File: config.mk
export PLATFORM = sky130hd
export DESIGN_NAME = sv48_page_table_walker
export DESIGN_NICKNAME = d
export VERILOG_FILES = /design/src/sv48w_pkg.sv /design/src/sv48w_step.sv /design/src/sv48_page_table_walker.sv
export SDC_FILE = /design/constraint.sdc
export NUM_CORES = 1
export LEC_CHECK = 0
export BUFFER_PORTS_ARGS = -buffer_cell sky130_fd_sc_hd__buf_2
export CAP_MARGIN = 5
export CORE_ASPECT_RATIO = 0.5
export CORE_UTILIZATION = 51
export CTS_CLUSTER_DIAMETER = 120
export CTS_CLUSTER_SIZE = 12
export DETAILED_ROUTE_END_ITERATION = 8
export PLACE_DENSITY_LB_ADDON = 0.1
export RECOVER_POWER = 25
export SYNTH_ARGS = -nofsm -noshare
export SYNTH_HDL_FRONTEND = slang
export SYNTH_HIERARCHICAL = 1
export SYNTH_SLANG_ARGS = --single-unit
File: constraint.sdc
create_clock -name clock -period 7.47 [get_ports clock]
set_input_delay 1.494 -clock clock [delete_from_list [all_inputs] [get_ports clock]]
set_output_delay 1.494 -clock clock [all_outputs]
set_load 0.03 [all_outputs]
File: src/sv48w_pkg.sv
// Shared types, codes and geometry for the Sv48 page table walker.
package sv48w_pkg;

   localparam int LEVELS = 4;
   localparam int LVL_W  = (LEVELS > 1) ? $clog2(LEVELS) : 1;
   localparam int VA_W   = 12 + 9 * LEVELS;
   localparam int ROOT_W = 44;
   localparam int IDX_W  = 9;

   localparam logic [LVL_W-1:0] TOP_LEVEL = LVL_W'(LEVELS - 1);

   localparam logic CMD_TRANSLATE = 1'b0;
   localparam logic CMD_ENTRY     = 1'b1;

   localparam logic [1:0] KIND_READ    = 2'd0;
   localparam logic [1:0] KIND_DONE    = 2'd1;
   localparam logic [1:0] KIND_FAULT   = 2'd2;
   localparam logic [1:0] KIND_IGNORED = 2'd3;

   localparam int PTE_V_BIT = 0;

   typedef struct packed {
      logic        cmd;
      logic [63:0] virt_addr;
      logic [63:0] table_entry;
   } req_type;

   typedef struct packed {
      logic [1:0]  kind;
      logic [63:0] address;
      logic [1:0]  leaf_level;
   } rsp_type;

   typedef struct packed {
      logic             busy;
      logic [LVL_W-1:0] level;
      logic [VA_W-1:0]  vaddr;
   } walk_state_type;

endpackage

File: src/sv48w_step.sv
// Decode of one request against the walk state: result and next state.
module sv48w_step (
   input  sv48w_pkg::req_type                 req,
   input  sv48w_pkg::walk_state_type          state,
   input  logic [sv48w_pkg::ROOT_W-1:0]       root,
   output sv48w_pkg::rsp_type                 rsp,
   output sv48w_pkg::walk_state_type          state_next
);
   import sv48w_pkg::*;

   logic [IDX_W-1:0] top_idx;
   logic [IDX_W-1:0] next_idx;
   logic [VA_W-1:0]  off_mask;
   logic [63:0]      base;
   logic [63:0]      leaf_addr;
   logic             is_leaf;

   assign top_idx = req.virt_addr[12 + 9 * (LEVELS - 1) +: IDX_W];
   assign base    = {req.table_entry[61:10], 12'b0};

   // Pick the index of the level below and the page offset mask of this level.
   always_comb begin
      next_idx = '0;
      off_mask = '0;
      for (int i = 0; i < LEVELS; i++) begin
         if (state.level == LVL_W'(i)) begin
            off_mask = {VA_W{1'b1}} >> (VA_W - 12 - 9 * i);
            if (i > 0) begin
               next_idx = state.vaddr[12 + 9 * (i > 0 ? i - 1 : 0) +: IDX_W];
            end
         end
      end
   end

   assign leaf_addr = base + 64'(state.vaddr & off_mask);
   assign is_leaf   = (|req.table_entry[3:1]) || (state.level == '0);

   always_comb begin
      rsp        = '0;
      state_next = state;
      rsp.kind   = KIND_IGNORED;
      if (req.cmd == CMD_TRANSLATE) begin
         if (!state.busy) begin
            state_next.busy  = 1'b1;
            state_next.level = TOP_LEVEL;
            state_next.vaddr = req.virt_addr[VA_W-1:0];
            rsp.kind         = KIND_READ;
            rsp.address      = 64'({root, top_idx, 3'b000});
            rsp.leaf_level   = TOP_LEVEL[1:0];
         end
      end else if (state.busy) begin
         rsp.leaf_level = state.level[1:0];
         if (!req.table_entry[PTE_V_BIT]) begin
            state_next.busy = 1'b0;
            rsp.kind        = KIND_FAULT;
         end else if (is_leaf) begin
            state_next.busy = 1'b0;
            rsp.kind        = KIND_DONE;
            rsp.address     = leaf_addr;
         end else begin
            state_next.level = state.level - LVL_W'(1);
            rsp.kind         = KIND_READ;
            rsp.address      = {req.table_entry[61:10], next_idx, 3'b000};
            rsp.leaf_level   = state_next.level[1:0];
         end
      end
   end

endmodule

File: src/sv48_page_table_walker.sv
// Top level of the Sv48 page table walker: input stage, walk state, result stage.
//
// Requests enter on req_valid/req_stall/req_data. cmd 0 starts a walk and is
// answered with a read of the top-level table entry; cmd 1 hands back the entry
// read from memory and is answered with the next read, the translated address
// or a fault. A request that does not fit the walk state is answered as ignored.
// Every request gives exactly one result on rsp_valid/rsp_stall/rsp_data.
// A request is accepted into the input register, then decoded against the
// walk state into the result register. While req_stall is low, one request
// per cycle is accepted; the walk state updates as each request is decoded.
// csr_write_enable loads the root page number; write it only while no walk runs.
// Reset (synchronous) empties both stages, clears the walk state and the root.
// While rsp_stall holds a valid result, the result holds, a request in the
// input register waits there and req_stall is high until the result is taken.
module sv48_page_table_walker (
   input  logic                          clock,
   input  logic                          reset,
   input  logic                          csr_write_enable,
   input  logic [sv48w_pkg::ROOT_W-1:0]  csr_write_data,
   input  logic                          req_valid,
   output logic                          req_stall,
   input  sv48w_pkg::req_type            req_data,
   output logic                          rsp_valid,
   input  logic                          rsp_stall,
   output sv48w_pkg::rsp_type            rsp_data
);
   import sv48w_pkg::*;

   logic                 in_valid_ff;
   req_type              in_data_ff;
   logic                 rsp_valid_ff;
   rsp_type              rsp_data_ff;
   rsp_type              rsp_data_in;
   walk_state_type       state_ff;
   walk_state_type       state_in;
   logic [ROOT_W-1:0]    root_ff;
   logic                 advance;

   sv48w_step u_step (
      .req        (in_data_ff),
      .state      (state_ff),
      .root       (root_ff),
      .rsp        (rsp_data_in),
      .state_next (state_in)
   );

   assign advance   = !rsp_valid_ff || !rsp_stall;
   assign req_stall = in_valid_ff && !advance;
   assign rsp_valid = rsp_valid_ff;
   assign rsp_data  = rsp_data_ff;

   always_ff @(posedge clock) begin
      if (reset) begin
         in_valid_ff  <= 1'b0;
         rsp_valid_ff <= 1'b0;
         state_ff     <= '0;
         root_ff      <= '0;
      end else begin
         if (csr_write_enable) begin
            root_ff <= csr_write_data;
         end
         if (!req_stall) begin
            in_valid_ff <= req_valid;
         end
         if (advance) begin
            rsp_valid_ff <= in_valid_ff;
            if (in_valid_ff) begin
               state_ff <= state_in;
            end
         end
      end
   end

   always_ff @(posedge clock) begin
      if (req_valid && !req_stall) begin
         in_data_ff <= req_data;
      end
      if (advance && in_valid_ff) begin
         rsp_data_ff <= rsp_data_in;
      end
   end

endmodule

==> key figures, run 1 <==
Status
  – Outcome: complete, but fails checks
  – Violated checks: max-capacitance violations, max-slew violations

Placement
  – GP Congestion: roughly 0.95
  – Post-DP HPWL: about 24 mm
  – Number of buffers added on ports: 223
  – Place WS: 3.23 ns

Timing
  – Count of final setup violators: 0
  – Total negative slack: 0 ns
  – Slew @ Worst Pin: between 2 and 2.5 ns
  – Fin. max-slew vios: between 70 and 80
  – Max Clk Rate: 0.228 GHz
  – Clk_skew: 0.0256 ns
  – Post-route worst setup slack: about 3 ns
  – Final min period: around 4.4 ns
  – Relative slew margins: -61.0%
  – Hold Fails Final Rpt: 0
  – Unrepaired setup endpoints after global routing: false
  – Tcrit/Tclk final: 58.6%

Route
  – Detailed Route WL: about 34 mm
  – Total iterations of the first detailed-routing run: 5
  – Drt via density: ~5.5
  – WL/cell: between 15 and 20 microns
  – DRC violations left: 0
  – 1st-iter DRT viols: between 800 and 900
  – Antenna-violating nets left: 0
  – DR vias: 9835

Power
  – P_sw: approximately 780 uW
  – P per Cell Area: about 210 nW/um^2
  – Leakage: around 0.0060 uW
  – Comb pwr share: around 10%
  – Sequential share of power: 53.1%
  – Net Sw Frac: roughly a quarter
  – Pint: between 2000 and 2500 uW
  – Clock share of power: 36.7%
  – Max rail drop VDD: between 150 and 200 uV

Floorplan
  – Initial Util: between 50% and 60%
  – Die width: 228 microns
  – IO Count: about 250
  – Die area: between 20000 and 30000 sq um
  – Core ar.: ~24000 sq um
  – # rows: 40
  – Die height: between 100 and 150 microns

Global route
  – Number of global-route vias before repair: ~9100
  – First-pass GRT wire length: approximately 51 mm
  – Overflow after GRT: 0
  – Met2 Track Usage GR: 39.6%
  – Initial antenna violation count: 2
  – Grt peak-use layer: met2
  – Largest net degree at the start of global routing: 125
  – Grt met3 use: 4.91%
  – Met1 Usage GRT: 38.4%
  – GRT Total Usage: 25.9%

Clock network
  – Worst-Skew Late Latency: about 0.55 ns
  – H-tree depth: 1
  – Post_cts resized: 0
  – # clock sinks: about 260
  – Post-CTS Setup Bufs: 0
  – Clk slew on worst S/H paths: about 0.060 ns
  – Clock Path Buffers: 3
  – # hold bufs at CTS: 0
  – Cts bufs inserted: 25
  – CTS tree: built
  – Clk root buf: clkbuf_16

Job
  – Max Cap Viol: 2

Setup path
  – CP Data Required Time: slightly below 8 ns
  – CP Launch Point: state_ff[48]$_SDFFE_PP0P_
  – RR Startpoint: state_ff[48]$_SDFFE_PP0P_
  – Reg2reg setup slack: between 3 and 4 ns
  – Worst setup SP type: flip-flop
  – CP max stage delay: 0.71 ns
  – Crit-path cells: inv_1 -> ha_1 -> nor2_1 -> nor2b_1 -> ha_1 -> a21oi_1 -> a21boi_0 -> o21ai_1 -> o31ai_2 -> and2_4 -> nor4_1 -> a211o_1
  – Crit path max fanout: 19
  – Critical path's top delay family: compound AO/OA/AOI/OAI gates
  – WP depth: 12
  – R2R Path End: rsp_data[46]$_DFFE_PP_
  – Crit path to: rsp_data[46]$_DFFE_PP_
  – Most frequent CP cell: ha_1
  – Reg2reg path depth: 12
  – Worst setup EP type: flip-flop
  – Buf/Inv on CP: 1
  – Slowest stage cell, crit path: o31ai_2
  – Crit path DAT: between 4 and 5 ns
  – Crit path kind: reg2reg

Logic synthesis
  – Mean Syn Cell Area: between 10 and 15 sq um
  – Post-Syn Nets: between 1000 and 1500
  – Post-synth design cell area: between 10000 and 15000 sq um
  – Yosys warning count: 6
  – Synth Instances: 1238

Layout
  – Area Growth Syn to Fin: 15.0%
  – Layout fillers: between 2000 and 2500
  – Multi-input gate area: about 5600 sq um
  – Reg area: about 7000 sq um
  – Final nets: 1639
  – Share of cells above drive strength 1: a little under a fifth

Hold path
  – Hold crit path type: reg2reg
[cells in the final DEF, fill, tap and decap left out, drive strengths merged, types with 9 or more instances in the layout]
| master | count |
|---|---|
| edfxtp | 173 |
| clkbuf | 55 |
| mux2i | 104 |
| nand2 | 211 |
| dfxtp | 88 |
| nor2b | 20 |
| nand3 | 33 |
| nand4 | 13 |
| inv | 17 |
| o211ai | 11 |
| and2 | 14 |
| ha | 31 |
| xor2 | 16 |
| a21o | 9 |
| a22oi | 9 |
| xnor2 | 16 |
| nor2 | 92 |
| o21bai | 10 |
| a21oi | 59 |
| nand2b | 94 |
| and3 | 10 |
| o21ai | 63 |
| buf | 224 |
[state kept, by name, summed over array words and instances, names as in the netlist]
signal and count:
state_ff 42, root_ff 44, rsp_valid 1, in_valid_ff 1, rsp_data 68, in_data_ff 105
[per-layer routing]
| layer | wire length (microns) | part of all wire (%) | vias up |
|---|---|---|---|
| met4 | 456 | 1.3 | 0 |
| met2 | 14900 | 44 | 273 |
| met1 | 16900 | 49 | 4770 |
| li1 | - | - | 4758 |
| met3 | 1920 | 5.6 | 34 |
| met5 | 0 | 0 | - |
[metrics by stage]
step	instance area [sq um]	power [uW]	hold slack, ns	utilization [%]	std cells
5_1_grt	14900	3260	0.513	61.0	1785
3_3_place_gp	14200	2010	0.468	58.2	1738
2_1_floorplan	13000	1910	0.452	-	1238
3_5_place_dp	14200	2020	0.481	58.2	1738
6_report	14900	3150	0.484	61.0	1785
4_1_cts	14900	3170	0.490	61.1	1783
[area by class of cell]
cell class	count	area share, %
Antenna cell	2	0.0335
Inverter	16	0.402
Clock inverter	2	0.0922
Sequential cell	261	46.6
Multi-Input combinational cell	889	37.4
Clock buffer	43	4.64
Timing Repair Buffer	236	8.00
Tap cell	336	2.82
[power groups by stage]
stage / registers, uW / clock network [uW] / logic (uW)
floorplan: 1730 / 0 / 183
global placement: 1700 / 0 / 316
detailed placement: 1700 / 0 / 322
CTS: 1670 / 1170 / 324
global route: 1680 / 1230 / 351
finish: 1670 / 1160 / 322
[how the worst min path moves through the flow]
stage,startpoint,to,cells past startpoint
floorplan,in_valid_ff$_SDFFE_PP0N_,rsp_valid$_SDFFE_PP0P_,2
global placement,state_ff[0]$_SDFFE_PP0P_,state_ff[0]$_SDFFE_PP0P_,2
detailed placement,state_ff[2]$_SDFFE_PP0P_,state_ff[2]$_SDFFE_PP0P_,2
CTS,state_ff[2]$_SDFFE_PP0P_,state_ff[2]$_SDFFE_PP0P_,2
global route,state_ff[30]$_SDFFE_PP0P_,state_ff[30]$_SDFFE_PP0P_,2
finish,state_ff[2]$_SDFFE_PP0P_,state_ff[2]$_SDFFE_PP0P_,2
[worst min-delay path, cell delays in order, from the launching register on]
cell      delay, ns
dfxtp_1        0.32
nand2b_1       0.07
mux2i_1        0.05
Note: power is estimated with default switching activity, not from simulation.
==> run 2, diff against run 1 <==
==> constraint.sdc (replaced) <==
create_clock -name clock -period 3.9 [get_ports clock]
set_input_delay 0.78 -clock clock [delete_from_list [all_inputs] [get_ports clock]]
set_output_delay 0.78 -clock clock [all_outputs]
set_load 0.03 [all_outputs]
==> key figures, run 2 (synthesis results as in run 1) <==
Layout
  – Layout fillers: 2048 (-1.2%)
  – Commonest cells after routing, fill and taps aside: buf_2 (211), nand2_1 (211), edfxtp_1 (173)
  – Final nets: 1644 (+0.31%)
  – Final core utilization: 61.4% (+0.40 points)
  – Multi-input gate area: 5580 sq um (unchanged)
  – Share of cells above drive strength 1: 19.0% (+0.34 points)
  – Most flops, register: in_data_ff
  – Reg area: 6960 sq um (unchanged)
  – Max FFs per register: 105 (unchanged)
  – Non-Filler Instances: 1791 (+0.34%)
  – Area Growth Syn to Fin: 15.7%

Clock network
  – CTS tree: built
  – Clock Path Buffers: 3 (unchanged)
  – Clk root buf: clkbuf_16
  – # hold bufs at CTS: 0 (unchanged)
  – Clk slew on worst S/H paths: 0.06 ns (about the same)
  – Cts bufs inserted: 25 (unchanged)
  – H-tree depth: 1 (unchanged)
  – Post-CTS Setup Bufs: 0 (unchanged)
  – # clock sinks: 261 (unchanged)
  – Post_cts resized: 0 (unchanged)
  – Worst-Skew Late Latency: 0.54 ns (about the same)

Timing
  – Total negative slack: 0 ns (unchanged)
  – Fin. max-slew vios: 133 (+73%)
  – Max Clk Rate: 0.271 GHz (+19%)
  – Slew @ Worst Pin: 2.28 ns (-0.132 ns)
  – Unrepaired setup endpoints after global routing: false
  – Final min period: 3.69 ns (-0.685 ns)
  – Relative slew margins: -52.6% (+8.4 points)
  – Tcrit/Tclk final: 94.7% (+36 points)
  – Clk_skew: 0.0197 ns (-0.00593 ns)
  – Count of final setup violators: 0 (unchanged)
  – Hold Fails Final Rpt: 0 (unchanged)

Route
  – WL/cell: 18.8 microns (-1.8%)
  – Total iterations of the first detailed-routing run: 5 (unchanged)
  – Antenna-violating nets left: 0 (unchanged)
  – Uppermost layer routed: met4
  – DR WL met2: 14.6 mm (-2.0%)
  – 1st-iter DRT viols: 753 (-8.3%)
  – M1 wire length: 15.9 mm (-5.8%)
  – Detailed Route WL: 33.6 mm (-1.4%)
  – Drt via density: 5.52 (+0.10%)
  – DRC violations left: 0 (unchanged)
  – DR vias: 9878 (+0.44%)
  – Metal3 WL: 2.42 mm (+26%)

Setup path
  – Reg2reg path depth: 13 (+1)
  – R2R Path End: rsp_data[38]$_DFFE_PP_
  – CP Data Required Time: 4.18 ns (-3.57 ns)
  – Worst setup EP type: flip-flop
  – Crit path DAT: 3.97 ns (-0.69 ns)
  – Slowest stage cell, crit path: o31ai_1
  – RR Startpoint: state_ff[48]$_SDFFE_PP0P_
  – CP max stage delay: 0.79 ns (+0.08 ns)
  – Worst setup SP type: flip-flop
  – Crit path kind: reg2reg
  – Reg2reg setup slack: 0.21 ns (-2.88 ns)
  – Crit-path cells: inv_1 -> ha_1 -> nor2_1 -> buf_4 -> nor2b_1 -> ha_1 -> a21o_1 -> a31oi_1 -> nor2_1 -> o31ai_1 -> a211o_1 -> o21ai_0 -> a221o_1
  – Crit path max fanout: 9 (-10)

Floorplan
  – Die height: 115 microns (unchanged)
  – Die area: 26100 sq um (unchanged)
  – Initial Util: 53.0% (unchanged)
  – Core ar.: 24500 sq um (unchanged)
  – IO Count: 248 (unchanged)
  – # rows: 40 (unchanged)
  – Die width: 228 microns (unchanged)

Hold path
  – Hold-critical path depth: 1 (-1)
  – Hold Crit Start: req_data[128]
  – Hold crit path type: in2reg
  – Hold endpoint: in_data_ff[128]$_DFFE_PP_

Placement
  – Number of buffers added on ports: 223 (unchanged)
  – Inst Count DP: 1743 (+0.29%)
  – GP Congestion: 0.946 (-0.76%)
  – Post-DP HPWL: 24.1 mm (+0.24%)

Status
  – Outcome: complete, but fails checks
  – Violated checks: max-capacitance violations, max-slew violations

Global route
  – GRT Total Usage: 25.6% (-0.28 points)
  – Initial antenna violation count: 2 (unchanged)
  – First-pass GRT wire length: 50.8 mm (-0.84%)
  – Largest net degree at the start of global routing: 115 (-8.0%)
  – Number of global-route vias before repair: 9165 (+0.20%)
  – Overflow after GRT: 0 (unchanged)

Power
  – Leakage: 0.00602 uW (+0.73%)
  – Max rail drop VDD: 344 uV (+100%)
  – P per Cell Area: 402 nW/um^2 (+91%)

Job
  – Max Cap Viol: 2 (unchanged)
## run 2: cell count changes in the layout (fill, tap and decap cells not counted), sizes merged
cell / before / now
buf: 224 / 229
clkbuf: 55 / 56
## run 2: final cells by class
class,instances,share of cell area (%)
Timing Repair Buffer,241,8.57
Clock inverter,2,0.0916
Sequential cell,261,46.3
Clock buffer,44,4.64
Multi-Input combinational cell,889,37.2
Tap cell,336,2.80
Inverter,16,0.400
Antenna cell,2,0.0333
## run 2: per-layer routing
metal	vias to the layer above	global-route usage, %
met5	-	0
met4	0	6.71
met3	48	5.98
met2	322	38.0
met1	4723	37.6
li1	4785	-
## run 2: metrics by stage
stage          hold WS [ns]  area, sq um  setup WS (ns)  power (uW)
2_1_floorplan         0.452        13000          0.297        3650
3_3_place_gp          0.469        14300          0.240        3860
5_1_grt               0.386        15000         0.0335        6280
3_5_place_dp          0.482        14300          0.177        3880
4_1_cts               0.387        15000          0.164        6100
6_report              0.408        15000          0.206        6030
## run 2: critical path, delay by kind of cell, from the launching register on
family,cells,cell delay (ns)
adder cells (fa/ha/maj),2,0.60
buffers and inverters,2,0.29
AND/OR/NAND/NOR,3,0.28
flip-flops,1,0.41
AO/OA/AOI/OAI,6,1.84
## run 2: where the power goes
group          switching [uW]  leakage [uW]  internal (uW)
clock                    1010      0.000339           1200
sequential               84.8       0.00238           3110
combinational             389       0.00329            236
total                    1480       0.00602           4550
## run 2: worst max-delay path by stage
stage | start | endpoint | slack [ns] | cells past startpoint
detailed placement | state_ff[48]$_SDFFE_PP0P_ | rsp_data[46]$_DFFE_PP_ | 0.18 | 12
finish | state_ff[48]$_SDFFE_PP0P_ | rsp_data[38]$_DFFE_PP_ | 0.21 | 13
floorplan | state_ff[48]$_SDFFE_PP0P_ | rsp_data[46]$_DFFE_PP_ | 0.30 | 13
global placement | state_ff[48]$_SDFFE_PP0P_ | rsp_data[46]$_DFFE_PP_ | 0.24 | 12
CTS | state_ff[48]$_SDFFE_PP0P_ | rsp_data[46]$_DFFE_PP_ | 0.16 | 12
global route | state_ff[48]$_SDFFE_PP0P_ | rsp_data[53]$_DFFE_PP_ | 0.03 | 14
==> run 3, diff against run 2 <==
--- a/config.mk
+++ b/config.mk
@@ -14,6 +14,7 @@
 export DETAILED_ROUTE_END_ITERATION = 8
 export PLACE_DENSITY_LB_ADDON = 0.1
 export RECOVER_POWER = 25
+export REMOVE_ABC_BUFFERS = 1
 export SYNTH_ARGS = -nofsm -noshare
 export SYNTH_HDL_FRONTEND = slang
 export SYNTH_HIERARCHICAL = 1
==> key figures, run 3 (synthesis results as in run 1) <==
Route
  – 1st-iter DRT viols: 557 (-26%)
  – Drt via density: 5.44 (-1.4%)
  – Detailed Route WL: 32.1 mm (-4.5%)
  – DRC violations left: 0 (unchanged)
  – Total iterations of the first detailed-routing run: 5 (unchanged)
  – WL/cell: 17.9 microns (-4.6%)
  – Antenna-violating nets left: 0 (unchanged)
  – DR vias: 9751 (-1.3%)

Layout
  – Max FFs per register: 105 (unchanged)
  – Ant. Diodes: 0 (-2)
  – Area Growth Syn to Fin: 16.0%
  – Most flops, register: in_data_ff
  – Share of cells above drive strength 1: 19.4% (+0.36 points)
  – Commonest cells after routing, fill and taps aside: buf_2 (211), nand2_1 (211), edfxtp_1 (173)
  – Reg area: 6960 sq um (unchanged)
  – Final nets: 1649 (+0.30%)
  – Layout fillers: 2075 (+1.3%)
  – Multi-input gate area: 5590 sq um (+0.20%)
  – Fin area: 15100 sq um (+0.27%)

Timing
  – Max Clk Rate: 0.275 GHz (+1.7%)
  – Fin. max-slew vios: 115 (-14%)
  – Tcrit/Tclk final: 93.1% (-1.6 points)
  – Total negative slack: 0 ns (unchanged)
  – Unrepaired setup endpoints after global routing: false
  – Clk_skew: 0.0257 ns (+0.00607 ns)
  – Slew @ Worst Pin: 1.89 ns (-0.394 ns)
  – Relative slew margins: -26.0% (+27 points)
  – Count of final setup violators: 0 (unchanged)
  – Hold Fails Final Rpt: 0 (unchanged)
  – Final min period: 3.63 ns (-0.0621 ns)

Clock network
  – CTS tree: built
  – # hold bufs at CTS: 0 (unchanged)
  – Clock Path Buffers: 3 (unchanged)
  – Post-CTS Setup Bufs: 0 (unchanged)
  – H-tree depth: 1 (unchanged)
  – Clk slew on worst S/H paths: 0.06 ns (about the same)
  – Clk root buf: clkbuf_16
  – # clock sinks: 261 (unchanged)
  – Worst-Skew Late Latency: 0.54 ns (about the same)
  – Cts bufs inserted: 25 (unchanged)
  – Post_cts resized: 0 (unchanged)

Setup path
  – Crit path kind: reg2reg
  – Worst setup EP type: flip-flop
  – Reg2reg setup slack: 0.27 ns (+0.06 ns)
  – Crit path DAT: 4.02 ns (+0.05 ns)
  – Worst setup SP type: flip-flop
  – CP Data Required Time: 4.29 ns (+0.11 ns)
  – Crit path max fanout: 11 (+2)

Hold path
  – Hold crit path type: in2reg

Global route
  – Largest net degree at the start of global routing: 115 (unchanged)
  – Grt met3 use: 4.01% (-2.0 points)
  – Overflow after GRT: 0 (unchanged)
  – Grt peak-use layer: met2
  – Met1 Usage GRT: 35.6% (-2.0 points)
  – First-pass GRT wire length: 49.5 mm (-2.6%)
  – Met2 Track Usage GR: 39.1% (+1.1 points)
  – Initial antenna violation count: 0 (-2)
  – Number of global-route vias before repair: 9344 (+2.0%)
  – GRT Total Usage: 24.4% (-1.2 points)

Floorplan
  – Initial Util: 53.0% (unchanged)
  – Die area: 26100 sq um (unchanged)
  – Die height: 115 microns (unchanged)
  – IO Count: 248 (unchanged)
  – Die width: 228 microns (unchanged)
  – # rows: 40 (unchanged)
  – Core ar.: 24500 sq um (unchanged)

Placement
  – DP Area: 14400 sq um (+0.26%)
  – Post-DP HPWL: 22.4 mm (-7.1%)
  – Number of buffers added on ports: 223 (unchanged)
  – GP Congestion: 0.891 (-5.9%)

Power
  – Max rail drop VDD: 276 uV (-20%)
  – PnR Total Power: 6040 uW (about the same)
  – Leakage: 0.00604 uW (+0.42%)
  – P per Cell Area: 401 nW/um^2 (-0.18%)

Job
  – Max Cap Viol: 1 (-1)

Status
  – Outcome: complete, but fails checks
  – Violated checks: max-capacitance violations, max-slew violations
[run 3: worst paths after layout]
kind                             startpoint                        end  cells after the start
hold / removal                 req_data[80]   in_data_ff[80]$_DFFE_PP_                      1
setup reg to reg  state_ff[48]$_SDFFE_PP0P_     rsp_data[53]$_DFFE_PP_                     12
setup / recovery  state_ff[48]$_SDFFE_PP0P_     rsp_data[53]$_DFFE_PP_                     12
hold reg to reg   state_ff[34]$_SDFFE_PP0P_  state_ff[34]$_SDFFE_PP0P_                      2
[run 3: critical path, cell delays in order (launching register included)]
cell	delay (ns)
dfxtp_1	0.35
inv_1	0.13
ha_2	0.34
nand2b_1	0.19
inv_1	0.05
ha_1	0.29
a211oi_1	0.11
o211ai_1	0.42
a21oi_1	0.24
o31ai_4	0.44
nand2_1	0.29
or4_1	0.53
nand3_1	0.09
[run 3: layout make-up]
type,count,area share [%]
Tap cell,336,2.79
Clock inverter,2,0.0914
Clock buffer,43,4.60
Timing Repair Buffer,246,8.80
Sequential cell,261,46.2
Multi-Input combinational cell,889,37.1
Inverter,16,0.399
[run 3: per-layer routing]
layer  vias to the layer above  share of wire (%)
li1                       4782                  -
met4                         0                1.3
met3                        32                5.5
met2                       241                 45
met1                      4696                 48
met5                         -                  0
[run 3: through the flow]
step / std cells / setup WS [ns] / utilization (%) / hold WS (ns)
finish: 1793 / 0.269 / 61.5 / 0.409
global route: 1793 / 0.00275 / 61.5 / 0.383
CTS: 1793 / 0.193 / 61.6 / 0.386
detailed placement: 1748 / 0.246 / 58.7 / 0.478
global placement: 1748 / 0.316 / 58.7 / 0.468
floorplan: 1166 / -2.10 / - / 0.452
[run 3: report_power, final]
group	internal [uW]	total (uW)	leakage, uW	switching (uW)
registers	3110	3190	0.00238	79.6
clock network	1200	2220	0.000338	1020
logic	237	628	0.00332	392
